<file path="src/rtl/cal_pkg.sv">
`timescale 1ns / 1ps
`default_nettype none

package cal_pkg;

    localparam int CAPACITY = 64;
    localparam int ADDR_W   = (CAPACITY > 1) ? $clog2(CAPACITY) : 1;
    localparam int CNT_W    = $clog2(CAPACITY + 1);

    // fixed field widths of the request and response
    localparam int CMD_W    = 3;
    localparam int VALUE_W  = 32;
    localparam int INDEX_W  = 6;
    localparam int STATUS_W = 2;
    localparam int COUNT_W  = 7;

    // width wide enough to compare an index against the count
    localparam int CMP_W    = (CNT_W > INDEX_W + 1) ? CNT_W : INDEX_W + 1;

    typedef enum logic [CMD_W-1:0] {
        CMD_APPEND = 3'd0,
        CMD_READ   = 3'd1,
        CMD_REMOVE = 3'd2,
        CMD_REWIND = 3'd3,
        CMD_NEXT   = 3'd4
    } t_cmd;

    typedef enum logic [STATUS_W-1:0] {
        ST_OK    = 2'd0,
        ST_RANGE = 2'd1,
        ST_FULL  = 2'd2
    } t_status;

endpackage

`default_nettype wire

</file>
<file path="src/rtl/cal_if.sv">
`timescale 1ns / 1ps
`default_nettype none

interface cal_req_if;
    logic                                 valid;
    logic                                 ready;
    logic        [cal_pkg::CMD_W-1:0]     command;
    logic signed [cal_pkg::VALUE_W-1:0]   value;
    logic        [cal_pkg::INDEX_W-1:0]   index;

    modport source (output valid, command, value, index, input ready);
    modport sink   (input valid, command, value, index, output ready);
endinterface

interface cal_rsp_if;
    logic                                 valid;
    logic                                 ready;
    logic signed [cal_pkg::VALUE_W-1:0]   data;
    logic        [cal_pkg::STATUS_W-1:0]  status;
    logic        [cal_pkg::COUNT_W-1:0]   count;

    modport source (output valid, data, status, count, input ready);
    modport sink   (input valid, data, status, count, output ready);
endinterface

`default_nettype wire

</file>
<file path="src/rtl/compacting_array_list_unit.sv">
`timescale 1ns / 1ps
`default_nettype none

// Channel   Dir  Modport  Payload
// i_req     in   sink     command[2:0], value[31:0] signed, index[5:0]
// o_rsp     out  source   data[31:0] signed, status[1:0], count[6:0]
//
// Append, rewind, unused commands and out-of-range requests go from idle
// to the output state; read and read-next pass the read state first, as
// does remove, which then moves each entry after index i down in the shift
// state, one entry per cycle through the RAM's single read and single write
// port. Reset clears state, count, cursor and output valid; the entry RAM
// is not cleared. A finished response waits in the output register while
// the next request is taken; the unit holds its result while it is occupied.
module compacting_array_list_unit (
    input  wire logic  i_clk,
    input  wire logic  i_rst_n,
    cal_req_if.sink    i_req,
    cal_rsp_if.source  o_rsp
);

    typedef enum logic [3:0] {
        S_IDLE  = 4'b0001,
        S_RD    = 4'b0010,
        S_SHIFT = 4'b0100,
        S_OUT   = 4'b1000
    } t_state;

    t_state                            r_state, n_state;
    cal_pkg::t_cmd                     r_cmd, n_cmd;
    logic [cal_pkg::ADDR_W-1:0]        r_k, n_k;
    logic [cal_pkg::CNT_W-1:0]         r_count, n_count;
    logic [cal_pkg::CNT_W-1:0]         r_cursor, n_cursor;
    logic [cal_pkg::VALUE_W-1:0]       r_res_data, n_res_data;
    cal_pkg::t_status                  r_res_status, n_res_status;
    logic                              r_out_valid, n_out_valid;
    logic [cal_pkg::VALUE_W-1:0]       r_out_data, n_out_data;
    cal_pkg::t_status                  r_out_status, n_out_status;
    logic [cal_pkg::COUNT_W-1:0]       r_out_count, n_out_count;

    logic                              ram_we;
    logic [cal_pkg::ADDR_W-1:0]        ram_waddr;
    logic [cal_pkg::VALUE_W-1:0]       ram_wdata;
    logic [cal_pkg::ADDR_W-1:0]        ram_raddr;
    logic [cal_pkg::VALUE_W-1:0]       ram_rdata;

    logic                              accept;
    logic                              idx_ok;
    logic [cal_pkg::CNT_W-1:0]         kp1, kp2;

    cal_ram #(
        .DEPTH (cal_pkg::CAPACITY),
        .WIDTH (cal_pkg::VALUE_W)
    ) u_ram (
        .i_clk   (i_clk),
        .i_we    (ram_we),
        .i_waddr (ram_waddr),
        .i_wdata (ram_wdata),
        .i_raddr (ram_raddr),
        .o_rdata (ram_rdata)
    );

    assign i_req.ready  = (r_state == S_IDLE);
    assign accept       = i_req.valid && i_req.ready;
    assign idx_ok       = cal_pkg::CMP_W'(i_req.index) < cal_pkg::CMP_W'(r_count);
    assign kp1          = cal_pkg::CNT_W'(r_k) + cal_pkg::CNT_W'(1);
    assign kp2          = cal_pkg::CNT_W'(r_k) + cal_pkg::CNT_W'(2);

    assign o_rsp.valid  = r_out_valid;
    assign o_rsp.data   = r_out_data;
    assign o_rsp.status = r_out_status;
    assign o_rsp.count  = r_out_count;

    always_comb begin
        n_state      = r_state;
        n_cmd        = r_cmd;
        n_k          = r_k;
        n_count      = r_count;
        n_cursor     = r_cursor;
        n_res_data   = r_res_data;
        n_res_status = r_res_status;
        n_out_valid  = r_out_valid;
        n_out_data   = r_out_data;
        n_out_status = r_out_status;
        n_out_count  = r_out_count;
        ram_we       = 1'b0;
        ram_waddr    = r_count[cal_pkg::ADDR_W-1:0];
        ram_wdata    = i_req.value;
        ram_raddr    = r_k;

        if (r_out_valid && o_rsp.ready) begin
            n_out_valid = 1'b0;
        end

        case (r_state)
            S_IDLE: begin
                if (accept) begin
                    n_cmd        = cal_pkg::t_cmd'(i_req.command);
                    n_res_data   = '0;
                    n_res_status = cal_pkg::ST_OK;
                    n_state      = S_OUT;
                    case (cal_pkg::t_cmd'(i_req.command))
                        cal_pkg::CMD_APPEND: begin
                            if (r_count >= cal_pkg::CNT_W'(cal_pkg::CAPACITY)) begin
                                n_res_status = cal_pkg::ST_FULL;
                            end else begin
                                ram_we  = 1'b1;
                                n_count = r_count + cal_pkg::CNT_W'(1);
                            end
                        end
                        cal_pkg::CMD_READ, cal_pkg::CMD_REMOVE: begin
                            if (idx_ok) begin
                                ram_raddr = cal_pkg::ADDR_W'(i_req.index);
                                n_k       = cal_pkg::ADDR_W'(i_req.index);
                                n_state   = S_RD;
                            end else begin
                                n_res_status = cal_pkg::ST_RANGE;
                            end
                        end
                        cal_pkg::CMD_REWIND: begin
                            n_cursor = '0;
                        end
                        cal_pkg::CMD_NEXT: begin
                            if (r_cursor < r_count) begin
                                ram_raddr = r_cursor[cal_pkg::ADDR_W-1:0];
                                n_state   = S_RD;
                            end else begin
                                n_res_status = cal_pkg::ST_RANGE;
                            end
                            if (r_cursor < cal_pkg::CNT_W'(cal_pkg::CAPACITY)) begin
                                n_cursor = r_cursor + cal_pkg::CNT_W'(1);
                            end
                        end
                        default: begin
                            n_res_status = cal_pkg::ST_OK;
                        end
                    endcase
                end
            end
            S_RD: begin
                n_res_data = ram_rdata;
                n_state    = S_OUT;
                if (r_cmd == cal_pkg::CMD_REMOVE) begin
                    if (kp1 < r_count) begin
                        // fetch the first entry to move down
                        ram_raddr = kp1[cal_pkg::ADDR_W-1:0];
                        n_state   = S_SHIFT;
                    end else begin
                        n_count = r_count - cal_pkg::CNT_W'(1);
                    end
                end
            end
            S_SHIFT: begin
                // entry k+1 arrives now; write it to k and fetch k+2 if it is in the list
                ram_we    = 1'b1;
                ram_waddr = r_k;
                ram_wdata = ram_rdata;
                n_k       = kp1[cal_pkg::ADDR_W-1:0];
                if (kp2 < r_count) begin
                    ram_raddr = kp2[cal_pkg::ADDR_W-1:0];
                end else begin
                    n_count = r_count - cal_pkg::CNT_W'(1);
                    n_state = S_OUT;
                end
            end
            S_OUT: begin
                if (!r_out_valid || o_rsp.ready) begin
                    n_out_valid  = 1'b1;
                    n_out_data   = r_res_data;
                    n_out_status = r_res_status;
                    n_out_count  = cal_pkg::COUNT_W'(r_count);
                    n_state      = S_IDLE;
                end
            end
            default: begin
                n_state = S_IDLE;
            end
        endcase
    end

    always_ff @(posedge i_clk) begin
        if (!i_rst_n) begin
            r_state     <= S_IDLE;
            r_count     <= '0;
            r_cursor    <= '0;
            r_out_valid <= 1'b0;
        end else begin
            r_state     <= n_state;
            r_count     <= n_count;
            r_cursor    <= n_cursor;
            r_out_valid <= n_out_valid;
        end
        r_cmd        <= n_cmd;
        r_k          <= n_k;
        r_res_data   <= n_res_data;
        r_res_status <= n_res_status;
        r_out_data   <= n_out_data;
        r_out_status <= n_out_status;
        r_out_count  <= n_out_count;
    end

    a_count_bound: assert property (@(posedge i_clk) disable iff (!i_rst_n)
        r_count <= cal_pkg::CNT_W'(cal_pkg::CAPACITY))
        else $error("entry count above capacity");

    a_cursor_bound: assert property (@(posedge i_clk) disable iff (!i_rst_n)
        r_cursor <= cal_pkg::CNT_W'(cal_pkg::CAPACITY))
        else $error("read cursor above capacity");

    a_shift_in_list: assert property (@(posedge i_clk) disable iff (!i_rst_n)
        (r_state == S_SHIFT) |-> (kp1 < r_count))
        else $error("shift step outside the list");

    a_rsp_from_out: assert property (@(posedge i_clk) disable iff (!i_rst_n)
        (o_rsp.valid && !$past(o_rsp.valid)) |-> $past(r_state == S_OUT))
        else $error("response loaded outside output stage");

endmodule

`default_nettype wire

</file>
<file path="src/rtl/cal_ram.sv">
`timescale 1ns / 1ps
`default_nettype none

module cal_ram #(
    parameter int DEPTH = 64,
    parameter int WIDTH = 32
) (
    input  wire logic                                    i_clk,
    input  wire logic                                    i_we,
    input  wire logic [((DEPTH > 1) ? $clog2(DEPTH) : 1)-1:0] i_waddr,
    input  wire logic [WIDTH-1:0]                        i_wdata,
    input  wire logic [((DEPTH > 1) ? $clog2(DEPTH) : 1)-1:0] i_raddr,
    output logic      [WIDTH-1:0]                        o_rdata
);

    logic [WIDTH-1:0] mem [DEPTH];

    always_ff @(posedge i_clk) begin
        if (i_we) begin
            mem[i_waddr] <= i_wdata;
        end
    end

    always_ff @(posedge i_clk) begin
        o_rdata <= mem[i_raddr];
    end

endmodule

`default_nettype wire
</file>
<file path="src/flat_wrapper.sv">
// flat-port wrapper written by rule: the top's interface ports become plain ports
module compacting_array_list_unit_flat 
  (i_clk, i_rst_n, i_req_valid, i_req_command, i_req_value, i_req_index, i_req_ready, o_rsp_valid, o_rsp_data, o_rsp_status, o_rsp_count, o_rsp_ready);
  cal_req_if i_req_i ();
  cal_rsp_if o_rsp_i ();
  input  wire logic i_clk;
  input  wire logic i_rst_n;
  input wire logic [$bits(i_req_i.valid)-1:0] i_req_valid;
  input wire logic [$bits(i_req_i.command)-1:0] i_req_command;
  input wire logic [$bits(i_req_i.value)-1:0] i_req_value;
  input wire logic [$bits(i_req_i.index)-1:0] i_req_index;
  output wire logic [$bits(i_req_i.ready)-1:0] i_req_ready;
  output wire logic [$bits(o_rsp_i.valid)-1:0] o_rsp_valid;
  output wire logic [$bits(o_rsp_i.data)-1:0] o_rsp_data;
  output wire logic [$bits(o_rsp_i.status)-1:0] o_rsp_status;
  output wire logic [$bits(o_rsp_i.count)-1:0] o_rsp_count;
  input wire logic [$bits(o_rsp_i.ready)-1:0] o_rsp_ready;
  assign i_req_i.valid = i_req_valid;
  assign i_req_i.command = i_req_command;
  assign i_req_i.value = i_req_value;
  assign i_req_i.index = i_req_index;
  assign i_req_ready = i_req_i.ready;
  assign o_rsp_valid = o_rsp_i.valid;
  assign o_rsp_data = o_rsp_i.data;
  assign o_rsp_status = o_rsp_i.status;
  assign o_rsp_count = o_rsp_i.count;
  assign o_rsp_i.ready = o_rsp_ready;
  compacting_array_list_unit u_core (.i_clk(i_clk), .i_rst_n(i_rst_n), .i_req(i_req_i), .o_rsp(o_rsp_i));
endmodule
</file>
<file path="config.mk">
export PLATFORM = sky130hd
export DESIGN_NAME = compacting_array_list_unit_flat
export DESIGN_NICKNAME = d
export VERILOG_FILES = /design/src/rtl/cal_pkg.sv /design/src/rtl/cal_if.sv /design/src/rtl/compacting_array_list_unit.sv /design/src/rtl/cal_ram.sv /design/src/flat_wrapper.sv
export SDC_FILE = /design/constraint.sdc
export NUM_CORES = 2
export LEC_CHECK = 0
export BUFFER_PORTS_ARGS = -buffer_cell sky130_fd_sc_hd__buf_2
export CORE_ASPECT_RATIO = 1.75
export CORE_UTILIZATION = 50
export DETAILED_ROUTE_END_ITERATION = 10
export GPL_ROUTABILITY_DRIVEN = 0
export PLACE_DENSITY = 0.72
export RECOVER_POWER = 100
export SYNTH_ARGS = -nofsm -noshare
export SYNTH_HDL_FRONTEND = slang
export SYNTH_SLANG_ARGS = --single-unit
</file>
<file path="constraint.sdc">
create_clock -name i_clk -period 4.3 [get_ports i_clk]
set_input_delay 0.43 -clock i_clk [delete_from_list [all_inputs] [get_ports i_clk]]
set_output_delay 0.43 -clock i_clk [all_outputs]
set_load 0.005 [all_outputs]
</file>
### Yosys cells after proc, flatten, opt, wreduce, memory -nomap -nowiden

Memory sizes are Yosys's and may differ from the RTL's. A register that Yosys moved wholly into a read port is not among the register bits.
Cells that the tools add are included.

| operators by class | value |
|---|---|
| order comparisons | 6 |
| equal/unequal tests | 18 |
| muxes and demuxes | 46 |
| shift operators | 0 |
| $mul | 0 |
| add/subtract/negate cells | 5 |
| reduce and logical (&&, ||, !) cells | 17 |
| bitwise logic cells | 0 |
| div/mod/pow operators | 0 |

Operators with widths:

| kind | count |
|---|---|
| two-way mux 32 bit | 2 |
| one-hot mux 32 bit (2 select lines) | 1 |
| two-way mux 6 bit | 9 |
| two-way mux 7 bit | 7 |
| two-way mux 4 bit | 7 |
| one-hot mux 6 bit (2 select lines) | 2 |
| < comparator 7 bit | 3 |
| one-hot mux 7 bit (3 select lines) | 1 |
| one-hot mux 6 bit (3 select lines) | 1 |
| one-hot mux 4 bit (4 select lines) | 1 |
| adder 7 x 1 -> 7 bit, second input constant | 2 |
| one-hot mux 7 bit (2 select lines) | 1 |
| != test 2 bit, second input constant | 6 |
| two-way mux 1 bit | 10 |
| == test 3 x 2 -> 1 bit, second input constant | 3 |
| one-hot mux 4 bit (2 select lines) | 1 |
| adder 6 x 1 -> 7 bit, second input constant | 1 |
| adder 6 x 2 -> 7 bit, second input constant | 1 |
| greater-or-equal comparator 7 bit, second input constant | 1 |
| < comparator 6 x 7 -> 1 bit | 1 |
| < comparator 7 bit, second input constant | 1 |
| AND reduction 7 bit | 1 |
| subtractor 7 x 1 -> 7 bit, second input constant | 1 |
| != test 2 x 1 -> 1 bit, second input constant | 3 |
| other kinds (19) | 25 |

| storage, ports and cells | value |
|---|---|
| output and inout bits | 43 |
| input bits | 45 |
| latch bits | 0 |
| bits in registers | 103 |
| memories | 1 |
| memory bits (read-only) | 0 |
| bits in writable memories | 2048 |
| logic and storage cells | 104 |

Memory list:

| name | words | width | read ports | clocked after memory_dff | write ports | line | text |
|---|---|---|---|---|---|---|---|
| u_core.u_ram.mem | 64 | 32 | 1 | 1 | 1 | cal_ram.sv:16 | `logic [WIDTH-1:0] mem [DEPTH];` |

### Logic depth before layout (Yosys ltp)

| logic depth | value |
|---|---|
| depth in word-level cells | 7 |
| depth in mapped cells | 19 |
| depth with buffers taken out | 14 |

### Hierarchy

From an unflattened synthesis, not the netlist that was laid out.

| unflattened totals | value |
|---|---|
| cells, all modules | 3884 |
| area, all modules | 84160.7 um^2 |

By module, submodules not included:

| module | times used | sequential area each (um^2) | area an instance (um^2) | cells each |
|---|---|---|---|---|
| cal_ram | 1 | 62139.6 | 78515.3 | 3324 |
| compacting_array_list_unit | 1 | 2902.8 | 5645.4 | 560 |

### Least setup slack after synthesis

Ideal clock, no wire load.

| timing path | value |
|---|---|
| path kind | flip-flop to flip-flop |
| start point | reg u_core.r_state[3] |
| end point | mem u_core.u_ram.mem[52][0] (enable) |
| path slack | -416 ps |
| path buffers | 0 |
| stages on the path, launching flop included | 7 |
| data required time | 3832 ps |
| arrival | 4248 ps |
| period minus slack after synthesis | 4716 ps |
| library setup time | 468 ps |
| path through | dfxtp_1 -> or4b_1 -> clkinv_2 -> nand2_1 -> o21ai_1 -> nand3_1 -> nor3b_1 |

| between the ends | value |
|---|---|
| longest elaborated chain between the ends | 6 |
| elaborated cells between the ends (all ways) | 8 |
| classes of those cells | 2 x eq/ne; 5 x mux; 1 x reduce/logical |

RTL lines:

| element | line | text |
|---|---|---|
| from (decl) | compacting_array_list_unit.sv:29 | `t_state r_state, n_state;` |
| from (signal assigned) | compacting_array_list_unit.sv:188 | `r_state <= n_state;` |
| == test 4 x 1 -> 1 bit (*) | compacting_array_list_unit.sv:63 | `assign i_req.ready = (r_state == S_IDLE);` |
| net i_req_ready | flat_wrapper.sv:12 | `output wire logic [$bits(i_req_i.ready)-1:0] i_req_ready;` |
| logical AND 1 bit | compacting_array_list_unit.sv:64 | `assign accept = i_req.valid && i_req.ready;` |
| two-way mux 1 bit | compacting_array_list_unit.sv:97 | `if (accept) begin` |
| one-hot mux 1 bit (2 select lines) (*) | compacting_array_list_unit.sv:95 | `case (r_state)` |
| two-way mux 1 bit (*) | cal_ram.sv:19 | `if (i_we) begin` |
| two-way mux 1 bit (implied by the code) (*) | cal_ram.sv:20 | `mem[i_waddr] <= i_wdata;` |
| to (decl) | cal_ram.sv:16 |  |

Mark *: on every way through the listed nets, which the timed path passes. The rest lies on a longest branch.

### Final worst setup path

| timing path | value |
|---|---|
| start point | reg u_core.r_k[1] (netlist name) |
| end point | reg u_core.u_ram.o_rdata[17] (read register of u_core.u_ram.mem) |

| between the ends | value |
|---|---|
| longest elaborated chain between the ends | 5 |
| elaborated cells between the ends (all ways) | 12 |
| classes of those cells | 2 x add/sub; 2 x order compare; 8 x mux |

RTL lines:

| element | line | text |
|---|---|---|
| from (decl) | compacting_array_list_unit.sv:31 | `logic [cal_pkg::ADDR_W-1:0] r_k, n_k;` |
| from (signal assigned) | compacting_array_list_unit.sv:194 | `r_k <= n_k;` |
| adder 6 x 1 -> 7 bit | compacting_array_list_unit.sv:66 | `assign kp1 = cal_pkg::CNT_W'(r_k) + cal_pkg::CNT_W'(1);` |
| < comparator 7 bit | compacting_array_list_unit.sv:144 | `if (kp1 < r_count) begin` |
| two-way mux 6 bit | compacting_array_list_unit.sv:144 |  |
| two-way mux 6 bit | compacting_array_list_unit.sv:143 | `if (r_cmd == cal_pkg::CMD_REMOVE) begin` |
| one-hot mux 6 bit (3 select lines) (*) | compacting_array_list_unit.sv:95 |  |
| to (decl) | cal_ram.sv:13 | `output logic [WIDTH-1:0] o_rdata` |

Mark *: on every way between the ends. The rest lies on a longest branch, timed or not.
A chain may end at the register's enable or synchronous reset.

==> metrics.csv <==
stage,metric,value,unit
setup_path,cell repeated most along the worst path,buf_12,
placed_design,I/O Buffers,87,
setup_path,Startpoint Class,flip-flop,
setup_path,Crit path arrival time,5.50,ns
sta,final hold vios,0,
finish,fill count,11000,
setup_path,Critical Path End Type,flip-flop,
synthesis,Mapped Area,83230,um2
sta,Slew @ Worst Pin,2.026,ns
placed_design,Place WS,-0.6683,ns
sta,post-route setup slack,-0.5017,ns
drt,vias per cell,6.384,
setup_path,"critical path, cell by cell",ha_2 > nand4_1 > xnor2_2 > ha_1 > o21a_1 > a21oi_2 > a31oi_2 > a311o_1 > o21a_1 > nor2_4 > buf_12 > buf_12 > buf_12 > buf_4 > buf_6 > buf_12 > mux4_2 > a22oi_1 > nand4_1 > or2_1,
sta,Final Cycle Share,111.7,%
run_status,status,finished with violations,
sta,max_slew headroom,-35.66,%
floorplan,Die Y,541.7,um
clocking,CTS Buffer Depth,4,
clocking,clock sinks,2183,
setup_path,crit path max-delay cell type,mux4_2,
grt,largest net degree at the start of global routing,65,
floorplan,die width,310.4,um
grt,initial antenna violation count,9,
synthesis,cell count after synthesis,3815,
clocking,Root Driver,clkbuf_16,
setup_path,CP max stage delay,0.50,ns
run_status,failing checks,"max-capacitance violations, max-slew violations, negative setup slack",
clocking,clock slew at reported path FFs,0.07,ns
clocking,CTS Buf Count,178,
synthesis,number of synthesized flops with an enable pin,2132,
drt,initial drt markers,5578,
synthesis,YS warnings,0,
power_and_ir_drop,Pleak,31.45,nW
floorplan,num ports,88,
finish,nets,4549,
floorplan,core area,164900,um2
sta,final hold slack,0.04015,ns
hold_path,HP Class,in -> reg,
drt,wire per inst,32.03,um
grt,gr usage total,25.59,%
power_and_ir_drop,PD cells,465.3,nW/um2
setup_path,"setup slack, reg-to-reg",-0.50,ns
grt,vias in the first global route,44060,
synthesis,Cell variety after synth,76,
clocking,H-tree levels,4,
grt,GRT overflow,0,
placed_design,hpwl dp,128000,um
drt,vias,43430,
setup_path,WS Path Type,reg -> reg,
finish,fin util,59.84,%
floorplan,full die area,168200,um2
synthesis,asr flop ratio synth,0,%
drt,Final ANT Viol Nets,0,
grt,first-pass GRT wire length,306300,um
synthesis,post-synthesis sequential area ratio,78.15,%
floorplan,initial core utilization,50.47,%
finish,synth-to-layout area growth,18.57,%
sta,Final Critical Period,4.802,ns
power_and_ir_drop,peak supply drop,293.4,uV
finish,layout cell share with drive strength beyond 1,34.66,%
drt,DRC errors left,0,
sta,setup violators final,42,
power_and_ir_drop,total power,45.92,mW
drt,drt total wl,217900,um
job,Max Cap Viol,3,
clocking,CTS tree,done,
sta,unrepaired setup endpoints after global routing,true,
finish,Post-Layout Cell Count,6802,
synthesis,Syn Nets,3892,
sta,max frequency,208.3,MHz
sta,Final Skew,0.06339,ns
setup_path,worst reg-to-reg path cell count,20,
placed_design,Inst Count DP,6331,
synthesis,register bit total from synthesis,2183,
floorplan,Row Count,197,
synthesis,ys flop type,edfxtp_1,
sta,Max Slew Vio Count,108,
setup_path,CP required,5.00,ns
drt,DR pass1 iterations,6,
setup_path,largest fanout on the critical path,7,
hold_path,Hold Crit Depth,4,
synthesis,Syn Area/Cell,21.82,um2
clocking,clk_lat worst skew,0.84,ns
## cell families (layout without fill, tap and decap cells)
kind of cell,count (synthesis),in the layout,share of synthesized area (%)
AOI/OAI and AO/OA,363,363,3.223
muxes,526,526,13.91
adders and majority gates,32,32,0.4901
buffers and inverters,213,1006,1.125
other,0,5,0
xor gates and xnor gates,22,22,0.2315
and+or+nand+nor,476,476,2.870
DFF,2183,2183,78.15
## synthesized netlist by cell type, types with 18 or more instances
cell type / instances / share of area [%]
clkbuf_1: 74 / 0.33
ha_1: 31 / 0.47
and2_1: 40 / 0.30
buf_1: 32 / 0.14
nand4_1: 68 / 0.51
mux4_2: 504 / 14
buf_2: 84 / 0.51
or2_1: 32 / 0.24
mux2i_1: 18 / 0.22
nand3_1: 26 / 0.16
nand2_1: 138 / 0.62
a21oi_1: 18 / 0.11
nor2_1: 99 / 0.45
edfxtp_1: 2132 / 77
a22oi_1: 250 / 2.3
nor3_1: 22 / 0.13
dfxtp_1: 51 / 1.2
## path summary, 6_finish.rpt
| path | from | to |
|---|---|---|
| worst min register to register | u_core.r_res_data[26] | u_core.o_rsp.data[26] |
| worst min-delay path | i_req_valid | u_core.r_state[0] |
| worst max-delay path | u_core.r_k[1] | u_core.u_ram.o_rdata[17] |
| worst max register to register | u_core.r_k[1] | u_core.u_ram.o_rdata[17] |
## where the power goes
group	internal [mW]	total, mW	switching, mW	leakage [nW]
clock	9.11	16.4	7.30	2.83
combinational	2.82	5.61	2.79	9.00
sequential	23.6	23.9	0.306	19.6
total	35.5	45.9	10.4	31.4
## layout by cell type (no fill, tap or decap), types with 18 or more instances in the layout
cell type  netlist  final
and2_0           1     29
buf_4            4    310
buf_6            2     65
mux4_2         504    504
a22oi_2          0    126
clkbuf_1        74     89
dfxtp_1         51     51
ha_1            31     29
buf_8            0     24
buf_12           0     77
clkbuf_2         0     20
bufinv_16        0     22
nor2_1          99     52
nand2_1        138    118
mux2i_1         18     18
clkbuf_4         0     35
nand4_1         68     68
nand3_1         26     25
clkinv_2         1     37
clkinv_1         0     39
nand2_2          0     20
nor2_4           1     44
or2_1           32     32
a22oi_1        250    124
clkbuf_16        0    188
buf_2           84     43
edfxtp_1      2132   2132
## registers in the layout, indices dropped and copies added (netlist names)
| register | cells |
|---|---|
| u_core.u_ram.mem | 2048 |
| u_core.o_rsp.data | 32 |
| u_core.r_res_data | 32 |
| u_core.u_ram.o_rdata | 32 |
| u_core.o_rsp.count | 7 |
| u_core.r_count | 7 |
| u_core.r_cursor | 7 |
| u_core.r_k | 6 |
| u_core.r_state | 4 |
| u_core.r_cmd | 3 |
| u_core.o_rsp.status | 2 |
| u_core.r_res_status | 2 |
| u_core.o_rsp.valid | 1 |
## cell type report
type | instances | area (um2) | area share, %
antenna | 5 | 12.51 | 0.01268
clock buffer | 210 | 4688 | 4.751
clock inverter | 106 | 1056 | 1.070
inverter | 17 | 65.06 | 0.06593
multi-input combinational | 1419 | 18480 | 18.73
sequential | 2183 | 65040 | 65.91
tap | 2189 | 2739 | 2.775
timing repair buffer | 673 | 6598 | 6.686
## critical path, delay by kind of cell, from the launching register on
kind / cells / cell delay [ns]
DFF: 1 / 0.40
AOI/OAI and AO/OA: 6 / 1.29
and+or+nand+nor: 4 / 0.92
xor gates and xnor gates: 1 / 0.20
muxes: 1 / 0.50
buffers and inverters: 6 / 0.84
adders and majority gates: 2 / 0.51
## through the flow
stage	instance area, um2	setup TNS (ns)
floorplan	83230	0
global placement	90710	-12.80
detailed placement	90710	-15.43
CTS	98630	-8.179
global route	98680	-32.40
finish	98680	-10.83
## repair_timing
action,CTS,global route
setup endpoints to repair,32,32
setup buffers,82,54
cloned,14,7
pin swaps,110,73
hold buffers,6,0
gates resized for setup,228,88
endpoints found under the hold margin,7,0
## layer usage
layer	part of all wire, %	vias to the layer above	routed length, um	track usage [%]
li1	-	17430	-	-
met1	34	22780	74210	31.07
met2	53	2698	116300	45.74
met3	8.1	519	17720	3.008
met4	4.4	0	9652	11.13
met5	0	-	0	0
(Power assumes the default switching activity.)
